<file path="src/rtl/lkv_pkg.sv">
// ----------------------------------------------------------------------------
// LRU key-value cache package
// Field widths and fixed codes shared by the cache, its channels and checker.
// ----------------------------------------------------------------------------
package lkv_pkg;

  localparam int KEY_W  = 32;
  localparam int DATA_W = 32;
  localparam int CAP_W  = 5;

  localparam logic [CAP_W-1:0]  CAP_RESET  = CAP_W'(16);
  localparam logic [DATA_W-1:0] MISS_VALUE = '1;

  localparam logic FUNC_GET = 1'b0;
  localparam logic FUNC_SET = 1'b1;

endpackage

</file>
<file path="src/rtl/lkv_req_if.sv">
// ----------------------------------------------------------------------------
// Request channel
// One get or set operation per beat.
// ----------------------------------------------------------------------------
interface lkv_req_if import lkv_pkg::*; ();
  logic              valid;
  logic              ready;
  logic              func;
  logic [KEY_W-1:0]  lookup_key;
  logic [DATA_W-1:0] write_value;

  modport source (output valid, output func, output lookup_key, output write_value,
                  input ready);
  modport sink   (input valid, input func, input lookup_key, input write_value,
                  output ready);
endinterface

</file>
<file path="src/rtl/lkv_rsp_if.sv">
// ----------------------------------------------------------------------------
// Response channel
// One result beat per accepted request.
// ----------------------------------------------------------------------------
interface lkv_rsp_if import lkv_pkg::*; ();
  logic              valid;
  logic              ready;
  logic              hit;
  logic [DATA_W-1:0] read_value;
  logic              evicted;
  logic [KEY_W-1:0]  evicted_key;

  modport source (output valid, output hit, output read_value, output evicted,
                  output evicted_key, input ready);
  modport sink   (input valid, input hit, input read_value, input evicted,
                  input evicted_key, output ready);
endinterface

</file>
<file path="src/rtl/lkv_cfg_if.sv">
// ----------------------------------------------------------------------------
// Configuration channel
// Writes the capacity register, one beat per write.
// ----------------------------------------------------------------------------
interface lkv_cfg_if import lkv_pkg::*; ();
  logic             valid;
  logic             ready;
  logic [CAP_W-1:0] cache_capacity;

  modport source (output valid, output cache_capacity, input ready);
  modport sink   (input valid, input cache_capacity, output ready);
endinterface

</file>
<file path="src/rtl/lkv_ram.sv">
// ----------------------------------------------------------------------------
// Generic RAM
// One write port and one read port with registered read data.
// ----------------------------------------------------------------------------
module lkv_ram #(
  parameter int WIDTH = 32,
  parameter int DEPTH = 16
) (
  input  logic                                      clk,
  input  logic                                      we,
  input  logic [((DEPTH > 1) ? $clog2(DEPTH) : 1)-1:0] waddr,
  input  logic [WIDTH-1:0]                          wdata,
  input  logic [((DEPTH > 1) ? $clog2(DEPTH) : 1)-1:0] raddr,
  output logic [WIDTH-1:0]                          rdata
);

  logic [WIDTH-1:0] mem [DEPTH];

  always_ff @(posedge clk) begin
    if (we) begin
      mem[waddr] <= wdata;
    end
    rdata <= mem[raddr];
  end

endmodule

</file>
<file path="src/rtl/lru_key_value_cache.sv">
// ----------------------------------------------------------------------------
// LRU key-value cache
// Fully associative cache with a recency rank per slot, searched and updated
// one slot at a time through a single compare and increment unit.
// ----------------------------------------------------------------------------
//  channel  direction  beat
//  req      in         func, lookup_key, write_value
//  rsp      out        hit, read_value, evicted, evicted_key
//  cfg      in         cache_capacity
//
//  The result beat is registered after a search pass over the used slots and,
//  for a hit or a set, a rank pass over them, one slot at a time on the single
//  read port of each slot memory. req.ready rises on the same edge that
//  registers the result beat, so one item is worked on at a time.
//  cfg.ready is always high.
//  A waiting result beat stalls the next item only in the FINISH state.
//  Reset empties the cache and sets the capacity to 16; there is no clearing
//  pass, since only slots below the fill count are ever read.
// ----------------------------------------------------------------------------
module lru_key_value_cache import lkv_pkg::*; #(
  parameter int ENTRIES = 16
) (
  input logic      clk,
  input logic      rst,
  lkv_req_if.sink  req,
  lkv_rsp_if.source rsp,
  lkv_cfg_if.sink  cfg
);

  localparam int AW = (ENTRIES > 1) ? $clog2(ENTRIES) : 1;
  localparam int CW = $clog2(ENTRIES + 1);
  localparam int XW = (CW > CAP_W) ? CW : CAP_W;

  typedef enum logic [2:0] {
    IDLE, SCAN_RD, SCAN_CMP, DECIDE, UPD_RD, UPD_WR, FINISH
  } state_t;

  state_t            state;
  logic [CW-1:0]     idx;
  logic [CW-1:0]     used_count;
  logic [CAP_W-1:0]  capacity;

  logic              op_set;
  logic [KEY_W-1:0]  op_key;
  logic [DATA_W-1:0] op_value;

  logic              found;
  logic [AW-1:0]     found_slot;
  logic [AW-1:0]     found_rank;
  logic [DATA_W-1:0] found_value;
  logic [AW-1:0]     victim_slot;
  logic [KEY_W-1:0]  victim_key;

  logic [CW-1:0]     thr;
  logic [AW-1:0]     target;
  logic              do_kv;
  logic              do_key;
  logic              do_rank;
  logic              do_fill;

  logic              res_hit;
  logic [DATA_W-1:0] res_value;
  logic              res_evicted;
  logic [KEY_W-1:0]  res_evkey;

  logic              out_valid;
  logic              out_hit;
  logic [DATA_W-1:0] out_value;
  logic              out_evicted;
  logic [KEY_W-1:0]  out_evkey;

  logic [KEY_W-1:0]  key_q;
  logic [DATA_W-1:0] value_q;
  logic [AW-1:0]     rank_q;

  logic              key_we;
  logic              value_we;
  logic              rank_we;
  logic [AW-1:0]     rank_waddr;
  logic [AW-1:0]     rank_wdata;
  logic [AW-1:0]     raddr;

  logic [XW-1:0]     cap_x;
  logic [XW-1:0]     eff_cap;
  logic              has_room;
  logic              last_slot;
  logic              fin_fire;

  assign req.ready = (state == IDLE);
  assign cfg.ready = 1'b1;

  assign rsp.valid       = out_valid;
  assign rsp.hit         = out_hit;
  assign rsp.read_value  = out_value;
  assign rsp.evicted     = out_evicted;
  assign rsp.evicted_key = out_evkey;

  // Capacity zero acts as one, and anything above the slot count saturates.
  assign cap_x    = XW'(capacity);
  assign eff_cap  = (cap_x == '0) ? XW'(1) :
                    ((cap_x > XW'(ENTRIES)) ? XW'(ENTRIES) : cap_x);
  assign has_room = XW'(used_count) < eff_cap;

  assign last_slot = (idx + CW'(1)) == used_count;
  assign fin_fire  = (state == FINISH) && (!out_valid || rsp.ready);
  assign raddr     = idx[AW-1:0];

  assign key_we   = fin_fire && do_key;
  assign value_we = fin_fire && do_kv;

  always_comb begin
    if (state == UPD_WR) begin
      rank_we    = CW'(rank_q) < thr;
      rank_waddr = idx[AW-1:0];
      rank_wdata = rank_q + AW'(1);
    end else begin
      rank_we    = fin_fire && do_rank;
      rank_waddr = target;
      rank_wdata = '0;
    end
  end

  lkv_ram #(.WIDTH(KEY_W), .DEPTH(ENTRIES)) u_key_ram (
    .clk   (clk),
    .we    (key_we),
    .waddr (target),
    .wdata (op_key),
    .raddr (raddr),
    .rdata (key_q)
  );

  lkv_ram #(.WIDTH(DATA_W), .DEPTH(ENTRIES)) u_value_ram (
    .clk   (clk),
    .we    (value_we),
    .waddr (target),
    .wdata (op_value),
    .raddr (raddr),
    .rdata (value_q)
  );

  lkv_ram #(.WIDTH(AW), .DEPTH(ENTRIES)) u_rank_ram (
    .clk   (clk),
    .we    (rank_we),
    .waddr (rank_waddr),
    .wdata (rank_wdata),
    .raddr (raddr),
    .rdata (rank_q)
  );

  always_ff @(posedge clk) begin
    if (rst) begin
      state      <= IDLE;
      used_count <= '0;
      capacity   <= CAP_RESET;
      out_valid  <= 1'b0;
    end else begin
      if (cfg.valid) begin
        capacity <= cfg.cache_capacity;
      end
      if (out_valid && rsp.ready && !fin_fire) begin
        out_valid <= 1'b0;
      end

      unique case (state)
        IDLE: begin
          if (req.valid) begin
            op_set   <= req.func;
            op_key   <= req.lookup_key;
            op_value <= req.write_value;
            found    <= 1'b0;
            idx      <= '0;
            state    <= (used_count == '0) ? DECIDE : SCAN_RD;
          end
        end

        SCAN_RD: begin
          state <= SCAN_CMP;
        end

        SCAN_CMP: begin
          if (!found && key_q == op_key) begin
            found       <= 1'b1;
            found_slot  <= idx[AW-1:0];
            found_rank  <= rank_q;
            found_value <= value_q;
          end
          // The least recent slot holds the highest rank in use.
          if (CW'(rank_q) == used_count - CW'(1)) begin
            victim_slot <= idx[AW-1:0];
            victim_key  <= key_q;
          end
          idx   <= idx + CW'(1);
          state <= last_slot ? DECIDE : SCAN_RD;
        end

        DECIDE: begin
          res_hit   <= found;
          res_value <= (found && op_set == FUNC_GET) ? found_value : MISS_VALUE;
          if (found) begin
            res_evicted <= 1'b0;
            res_evkey   <= '0;
            thr         <= CW'(found_rank);
            target      <= found_slot;
            do_rank     <= 1'b1;
            do_kv       <= op_set;
            do_key      <= 1'b0;
            do_fill     <= 1'b0;
          end else if (op_set == FUNC_SET && has_room) begin
            // Every used rank is below the fill count, so all of them age.
            res_evicted <= 1'b0;
            res_evkey   <= '0;
            thr         <= used_count;
            target      <= used_count[AW-1:0];
            do_rank     <= 1'b1;
            do_kv       <= 1'b1;
            do_key      <= 1'b1;
            do_fill     <= 1'b1;
          end else if (op_set == FUNC_SET) begin
            res_evicted <= 1'b1;
            res_evkey   <= victim_key;
            thr         <= used_count - CW'(1);
            target      <= victim_slot;
            do_rank     <= 1'b1;
            do_kv       <= 1'b1;
            do_key      <= 1'b1;
            do_fill     <= 1'b0;
          end else begin
            res_evicted <= 1'b0;
            res_evkey   <= '0;
            thr         <= used_count - CW'(1);
            target      <= victim_slot;
            do_rank     <= 1'b0;
            do_kv       <= 1'b0;
            do_key      <= 1'b0;
            do_fill     <= 1'b0;
          end
          idx   <= '0;
          state <= ((found || op_set == FUNC_SET) && used_count != '0) ? UPD_RD : FINISH;
        end

        UPD_RD: begin
          state <= UPD_WR;
        end

        UPD_WR: begin
          idx   <= idx + CW'(1);
          state <= last_slot ? FINISH : UPD_RD;
        end

        FINISH: begin
          if (fin_fire) begin
            out_valid   <= 1'b1;
            out_hit     <= res_hit;
            out_value   <= res_value;
            out_evicted <= res_evicted;
            out_evkey   <= res_evkey;
            if (do_fill) begin
              used_count <= used_count + CW'(1);
            end
            state <= IDLE;
          end
        end

        default: begin
          state <= IDLE;
        end
      endcase
    end
  end

endmodule

</file>
<file path="src/flat_wrapper.sv">
// flat-port wrapper written by rule: the top's interface ports become plain ports
module lru_key_value_cache_flat import lkv_pkg::*;
#(
  parameter int ENTRIES = 16
)
  (clk, rst, req_valid, req_func, req_lookup_key, req_write_value, req_ready, rsp_valid, rsp_hit, rsp_read_value, rsp_evicted, rsp_evicted_key, rsp_ready, cfg_valid, cfg_cache_capacity, cfg_ready);
  lkv_req_if req_i ();
  lkv_rsp_if rsp_i ();
  lkv_cfg_if cfg_i ();
  input logic clk;
  input logic rst;
  input wire logic [$bits(req_i.valid)-1:0] req_valid;
  input wire logic [$bits(req_i.func)-1:0] req_func;
  input wire logic [$bits(req_i.lookup_key)-1:0] req_lookup_key;
  input wire logic [$bits(req_i.write_value)-1:0] req_write_value;
  output wire logic [$bits(req_i.ready)-1:0] req_ready;
  output wire logic [$bits(rsp_i.valid)-1:0] rsp_valid;
  output wire logic [$bits(rsp_i.hit)-1:0] rsp_hit;
  output wire logic [$bits(rsp_i.read_value)-1:0] rsp_read_value;
  output wire logic [$bits(rsp_i.evicted)-1:0] rsp_evicted;
  output wire logic [$bits(rsp_i.evicted_key)-1:0] rsp_evicted_key;
  input wire logic [$bits(rsp_i.ready)-1:0] rsp_ready;
  input wire logic [$bits(cfg_i.valid)-1:0] cfg_valid;
  input wire logic [$bits(cfg_i.cache_capacity)-1:0] cfg_cache_capacity;
  output wire logic [$bits(cfg_i.ready)-1:0] cfg_ready;
  assign req_i.valid = req_valid;
  assign req_i.func = req_func;
  assign req_i.lookup_key = req_lookup_key;
  assign req_i.write_value = req_write_value;
  assign req_ready = req_i.ready;
  assign rsp_valid = rsp_i.valid;
  assign rsp_hit = rsp_i.hit;
  assign rsp_read_value = rsp_i.read_value;
  assign rsp_evicted = rsp_i.evicted;
  assign rsp_evicted_key = rsp_i.evicted_key;
  assign rsp_i.ready = rsp_ready;
  assign cfg_i.valid = cfg_valid;
  assign cfg_i.cache_capacity = cfg_cache_capacity;
  assign cfg_ready = cfg_i.ready;
  lru_key_value_cache #(.ENTRIES(ENTRIES)) u_core (.clk(clk), .rst(rst), .req(req_i), .rsp(rsp_i), .cfg(cfg_i));
endmodule
</file>
<file path="config.mk">
export PLATFORM = sky130hd
export DESIGN_NAME = lru_key_value_cache_flat
export DESIGN_NICKNAME = d
export VERILOG_FILES = /design/src/rtl/lkv_pkg.sv /design/src/rtl/lkv_req_if.sv /design/src/rtl/lkv_rsp_if.sv /design/src/rtl/lkv_cfg_if.sv /design/src/rtl/lkv_ram.sv /design/src/rtl/lru_key_value_cache.sv /design/src/flat_wrapper.sv
export SDC_FILE = /design/constraint.sdc
export NUM_CORES = 1
export LEC_CHECK = 0
export BUFFER_PORTS_ARGS = -buffer_cell sky130_fd_sc_hd__buf_2
export CORE_MARGIN = 8
export CORE_UTILIZATION = 40
export CTS_BUF_LIST = sky130_fd_sc_hd__clkbuf_16
export CTS_CLUSTER_SIZE = 14
export DETAILED_ROUTE_END_ITERATION = 10
export PLACE_DENSITY_LB_ADDON = 0.15
export SYNTH_ARGS = -nofsm -noshare
export SYNTH_HDL_FRONTEND = slang
export SYNTH_SLANG_ARGS = --single-unit
</file>
<file path="constraint.sdc">
create_clock -name clk -period 10.1 [get_ports clk]
set_input_delay 0.505 -clock clk [delete_from_list [all_inputs] [get_ports clk]]
set_output_delay 0.505 -clock clk [all_outputs]
set_load 0.05 [all_outputs]
</file>
Word-level counts from Yosys, hierarchy flattened
Memories as Yosys holds them, arrays and structs flattened. A register that Yosys moved wholly into a read port is not among the register bits.
Cells that the tools add are included.
Widths: inputs -> output; s select.
{ "totals": {"memories": 3, "reg_bits": 306, "word_cells": 120, "in_bits": 75, "ram_bits": 1088} }
{ "mem_list": {"columns": ["memory", "words", "word_bits", "rd", "rd_clocked_by_memory_dff", "wr", "line_no", "text"], "rows": [
  ["u_core.u_key_ram.mem", 16, 32, 1, 1, 1, "lkv_ram.sv:17", "logic [WIDTH-1:0] mem [DEPTH];"],
  ["u_core.u_value_ram.mem", 16, 32, 1, 1, 1, "lkv_ram.sv:17", null],
  ["u_core.u_rank_ram.mem", 16, 4, 1, 1, 1, "lkv_ram.sv:17", null]
]} }
{ "classes": {"bitwise": 2, "magnitude_cmp": 3, "n_eq_ne": 12, "n_mux": 34, "reduce_logical": 33, "add_sub_neg": 4} }
{ "op_table": {"columns": ["operator", "count"], "rows": [
  ["$eq 32x32->1", 1],
  ["$pmux 3 s7", 1],
  ["$mux 4", 5],
  ["$mux 5", 4],
  ["$reduce_and 3->1", 6],
  ["$mux 1", 16],
  ["$pmux 5 s3", 1],
  ["$add 5x1->5 const B", 2],
  ["$logic_and 1x1->1", 10],
  ["$logic_not 5->1", 2],
  ["$eq 3x3->1 const B", 3],
  ["$mux 2", 4],
  ["$eq 3x2->1 const B", 2],
  ["$mux 3", 2],
  ["$eq 4x5->1", 1],
  ["$eq 5x5->1", 1],
  ["$gt 5x5->1 const B", 1],
  ["$lt 4x5->1", 1],
  ["$lt 5x5->1", 1],
  ["$reduce_bool 5->1", 1],
  ["$sub 5x1->5 const B", 1],
  ["$add 4x1->4 const B", 1],
  ["$ne 2x1->1 const B", 2],
  ["$reduce_and 2->1", 2],
  ["12 further kinds", 17]
]} }

Longest topological paths before layout
{ "depth": {"word_depth": 8, "depth_mapped": 9} }

Modules after synthesis
A second synthesis with hierarchy kept.
{ "unflattened": {"cells_unflattened": 2425, "hier_area_um2": 53437.5} }
{ "modules_own_cells": {"columns": ["mod", "n_inst", "area_each_um2", "seq_area_each_um2", "cells_each"], "rows": [
  ["lkv_ram (u_core.u_key_ram ...)", 2, 19835.3, 16015.4, 838],
  ["lru_key_value_cache", 1, 11100.6, 9048.7, 619],
  ["lkv_ram (u_core.u_rank_ram)", 1, 2666.3, 2001.9, 130]
]} }

Worst setup path before layout
Ideal clock, no wire load.
{ "synth_path": {"path_type": "reg2reg", "start": "register u_core.state[1]", "end": "register u_core.do_fill, enable pin", "slack_ns": 0.336, "arrival_time_ns": 9.021, "setup_ns": 0.742, "period_less_slack_ns": 9.764, "required_ns": 9.358, "path_stages_with_launch": 4, "cell_sequence": "dfxtp_1 clkbuf_1 clkbuf_1 nor4b_1"} }
{ "synth_via": {"elab_chain_len": 2} }
{ "synth_rtl": {"columns": ["element", "line_no", "text"], "rows": [
  ["start, declared", "lru_key_value_cache.sv:38", "state_t state;"],
  ["start signal, assigned", "lru_key_value_cache.sv:172", "state <= (used_count == '0) ? DECIDE : SCAN_RD;"],
  ["start signal, assigned", "lru_key_value_cache.sv:193", "state <= last_slot ? DECIDE : SCAN_RD;"],
  ["start signal, assigned", "lru_key_value_cache.sv:238", "state <= ((found || op_set == FUNC_SET) && used_count != '0) ? UPD_RD : FINISH;"],
  ["$eq 3x2->1", "lru_key_value_cache.sv:164", "unique case (state)"],
  ["$reduce_and 2->1 (no source line)", null, null],
  ["end signal, assigned", "lru_key_value_cache.sv:207", "do_fill <= 1'b0;"],
  ["end signal, assigned", "lru_key_value_cache.sv:217", "do_fill <= 1'b1;"],
  ["end signal, assigned", "lru_key_value_cache.sv:226", "do_fill <= 1'b0;"],
  ["end, declared", "lru_key_value_cache.sv:59", "logic do_fill;"]
]} }
Every way passes these cells.
A chain may end at the register's enable or synchronous reset.

Worst setup path in the final report
{ "layout_path": {"start": "register u_core.idx[0]", "end": "memory u_core.u_rank_ram.mem[7][2] (netlist bit), enable pin"} }
{ "layout_via": {"elab_chain_len": 1} }
{ "layout_rtl": {"columns": ["element", "line_no", "text"], "rows": [
  ["start, declared", "lru_key_value_cache.sv:39", "logic [CW-1:0] idx;"],
  ["start signal, assigned", "lru_key_value_cache.sv:192", "idx <= idx + CW'(1);"],
  ["start signal, assigned", "lru_key_value_cache.sv:246", "idx <= idx + CW'(1);"],
  ["$mux 4", "lru_key_value_cache.sv:112", "if (state == UPD_WR) begin"],
  ["end, declared", "lkv_ram.sv:17", null]
]} }
Every way passes these cells.

==> flow_summary_export.csv <==
group,metric,value,unit
sta,setup-tns-final,0,ps
logic_synthesis,yosysUniqueCellTypes,47,
critical_path,max_stage_delay,970,ps
cells_and_area,layout_common_cells,"1380 x edfxtp_1, 340 x mux4_2, 157 x clkbuf_16, 142 x buf_2, 82 x dfxtp_1",
cells_and_area,nets,2679,
grt,antenna_found_initial,6,
route,num_vias,23890,
logic_synthesis,synthesis.area,53600,um2
placed_design,placed_cell_area,56640,um2
placed_design,portBuffers,142,
sta,rsz0062_at_grt,"false",
grt,grt_pass1_wl,180.8,mm
grt,grt_pass1_vias,25760,
power_and_ir_drop,powerDensity,207.5,nW/um2
clocking,cts_root_buf,"clkbuf_16",
critical_path,r2r_setup_slack,5870,ps
sta,hold_violations,0,
hold_path,hp-class,"input pin to register",
cells_and_area,drive_gt1_share,28.58,%
logic_synthesis,synth_cells,2278,
logic_synthesis,async_reset_ff_share,0,%
sta,min_period,4226,ps
logic_synthesis,synth_edf_count,1380,
critical_path,reg2reg_from,"u_core.idx[0]$_SDFFCE_PN0P_",
clocking,cts_buffers,154,
cells_and_area,final_util,46.57,%
sta,setup_viol,0,
clocking,clk_latency,780,ps
logic_synthesis,yosys_warnings,0,
route,drt-initial-drc-count,2027,
flow_run,max_cap_viol_count,0,
cells_and_area,diodes,0,
logic_synthesis,synth-seq-cells,1462,
placed_design,dp_hpwl,62.86,mm
clocking,path_clk_slew,60,ps
power_and_ir_drop,p_leak,0.01976,uW
logic_synthesis,synthTopCellsByArea,"edfxtp_1 77%, mux4_2 14%, dfxtp_1 3.1%",
floorplanning,start_util,40.21,%
floorplanning,die_w,382.1,um
logic_synthesis,synth_top_area_share,77.31,%
grt,grt_remaining_overflow,0,
placed_design,gp_congestion,0.7499,
sta,period_share,41.84,%
logic_synthesis,yosysTopAreaCell,"edfxtp_1",
clocking,htree_levels,4,
logic_synthesis,ys_seq_area_share,80.37,%
critical_path,crit_required,10510,ps
route,dr.pass1.iters,5,
placed_design,placedCellCount,4134,
critical_path,worstSetupEndpoint,"u_core.u_rank_ram.mem[7][2]$_DFFE_PP_",
critical_path,cpMaxStageDelayCell,"edfxtp_1",
sta,slew_viol_final,0,
grt,grt_max_degree,149,
clocking,cts_resized,0,
floorplanning,die_area,146000,um2
logic_synthesis,synth_nets,2364,
route,routed_wl,124.1,mm
route,post_drt_wl_per_cell,27.66,um
floorplanning,row_count,134,
logic_synthesis,syn_avg_cell_area,23.53,um2
critical_path,arrival,4630,ps
placed_design,dp_slack,5689,ps
cells_and_area,instances_no_fill,4487,
floorplanning,ios,144,
route,vias_per_cell,5.324,
cells_and_area,finish.instance_area,62070,um2
route,ant_nets,0,
clocking,cts_buffer_depth,3,
critical_path,worstSetupStartpointType,"register",
critical_path,cp_max_fo,108,
floorplanning,die_h,382.1,um
grt,track_usage,16.94,%
route,drc,0,
sta,tightest_slew,1218,ps
critical_path,cp-end-kind,"register",
critical_path,path_class,"register to register",
run_status,status,"finished clean",
logic_synthesis,synthFlopType,"edfxtp_1",
clocking,clock-sinks,1462,
power_and_ir_drop,ir_drop,147.2,uV
critical_path,reg2reg_depth,4,
cells_and_area,area_growth,15.80,%
clocking,cts_tree,"built",
sta,max_clock_freq,236.6,MHz
critical_path,r2r-end,"u_core.u_rank_ram.mem[7][2]$_DFFE_PP_",
critical_path,cp-startpoint,"u_core.idx[0]$_SDFFCE_PN0P_",
sta,fin_ws,5874,ps
sta,fin_skew,26.21,ps
critical_path,critical_path.cell_chain,"buf_12 > buf_4 > a31oi_1 > nor4_1",
cells_and_area,layout.cells.most_common,"edfxtp_1",
floorplanning,core_area,133300,um2
sta,relSlewSlack,18.53,%
-- synthesized netlist by cell type, types with 22 or more instances --
library cell and count:
edfxtp_1 1380, clkbuf_1 52, nand2_1 24, nor4_1 22, mux4_2 340, nor2_1 62, xnor2_1 24, nand2b_1 36
xor2_1 26, buf_6 23, dfxtp_1 82, and2_1 35
-- repair_timing --
item / 4_1_cts / 5_1_grt
hold buffers: 71 / 0
setup buffers: 0 / 0
hold endpoints to repair: 70 / 0
-- through the flow --
| stage | total power [uW] | hold slack, ps |
|---|---|---|
| floorplan | 7488 | 385.5 |
| global placement | 7705 | 386.3 |
| detailed placement | 7721 | 389.5 |
| CTS | 13060 | 15.59 |
| finish | 12880 | 86.43 |
| global route | 13340 | 65.10 |
-- report_power, final --
part	internal, uW	switching [uW]	total (uW)
Clock	3020	2270	5280
Combinational	373	364	736
Sequential	6740	125	6860
Total	10100	2760	12900
-- area by class of cell --
| class | instances | area (um2) |
|---|---|---|
| fill | 10890 | 71220 |
| clock inverter | 125 | 794.5 |
| timing repair buffer | 265 | 1849 |
| sequential | 1462 | 43080 |
| clock buffer | 157 | 3929 |
| inverter | 17 | 68.82 |
| tap | 1768 | 2212 |
| multi-input combinational | 693 | 10140 |
-- worst max-delay path: cells and delay by family, from the launching register on --
kind | cells | cell delay, ps
AOI/OAI and AO/OA | 1 | 390
buffers and inverters | 2 | 1540
DFF | 1 | 970
and+or+nand+nor | 1 | 750
-- worst min-delay path by stage --
stage / startpoint / endpoint / slack (ps) / cells after the start
after floorplan: u_core.u_value_ram.rdata[0]$_DFF_P_ / u_core.found_value[0]$_DFFE_PP_ / 390 / 0
after global placement: u_core.u_value_ram.rdata[30]$_DFF_P_ / u_core.found_value[30]$_DFFE_PP_ / 390 / 0
after detailed placement: u_core.u_value_ram.rdata[4]$_DFF_P_ / u_core.found_value[4]$_DFFE_PP_ / 390 / 0
after CTS: rsp_ready / u_core.rsp.valid$_SDFF_PP0_ / 20 / 4
after global routing: rst / u_core.cap_x[1]$_SDFFE_PP0P_ / 70 / 2
final: rsp_ready / u_core.rsp.valid$_SDFF_PP0_ / 90 / 4
-- metal layers --
metal,vias up,track usage [%],wire [um]
met3,153,3.628,6891
met5,-,0,0
li1,10140,-,-
met1,12920,23.80,55100
met2,677,27.19,60090
met4,0,4.123,2048
-- flip-flops by register name (all words and copies together), names as in the netlist, 5 cells and up --
| register | count |
|---|---|
| u_core.found_value | 32 |
| u_core.u_value_ram.rdata | 32 |
| u_core.victim_key | 32 |
| u_core.cap_x | 5 |
| u_core.u_key_ram.rdata | 32 |
| u_core.u_rank_ram.mem | 64 |
| u_core.idx | 5 |
| u_core.res_value | 32 |
| u_core.u_key_ram.mem | 512 |
| u_core.op_key | 32 |
| u_core.rsp.evicted_key | 32 |
| u_core.u_value_ram.mem | 512 |
| u_core.rsp.read_value | 32 |
| u_core.used_count | 5 |
| u_core.thr | 5 |
| u_core.res_evkey | 32 |
| u_core.op_value | 32 |
-- kinds of logic after synthesis --
kind of cell,Yosys count,share of synthesized area (%)
AOI/OAI and AO/OA,52,0.5976
DFF,1462,80.37
and+or+nand+nor,230,2.269
xor gates and xnor gates,50,0.8170
other,1,0.006996
buffers and inverters,123,1.225
adders and majority gates,11,0.2568
muxes,349,14.45
Power figures use the tool's default switching activity.
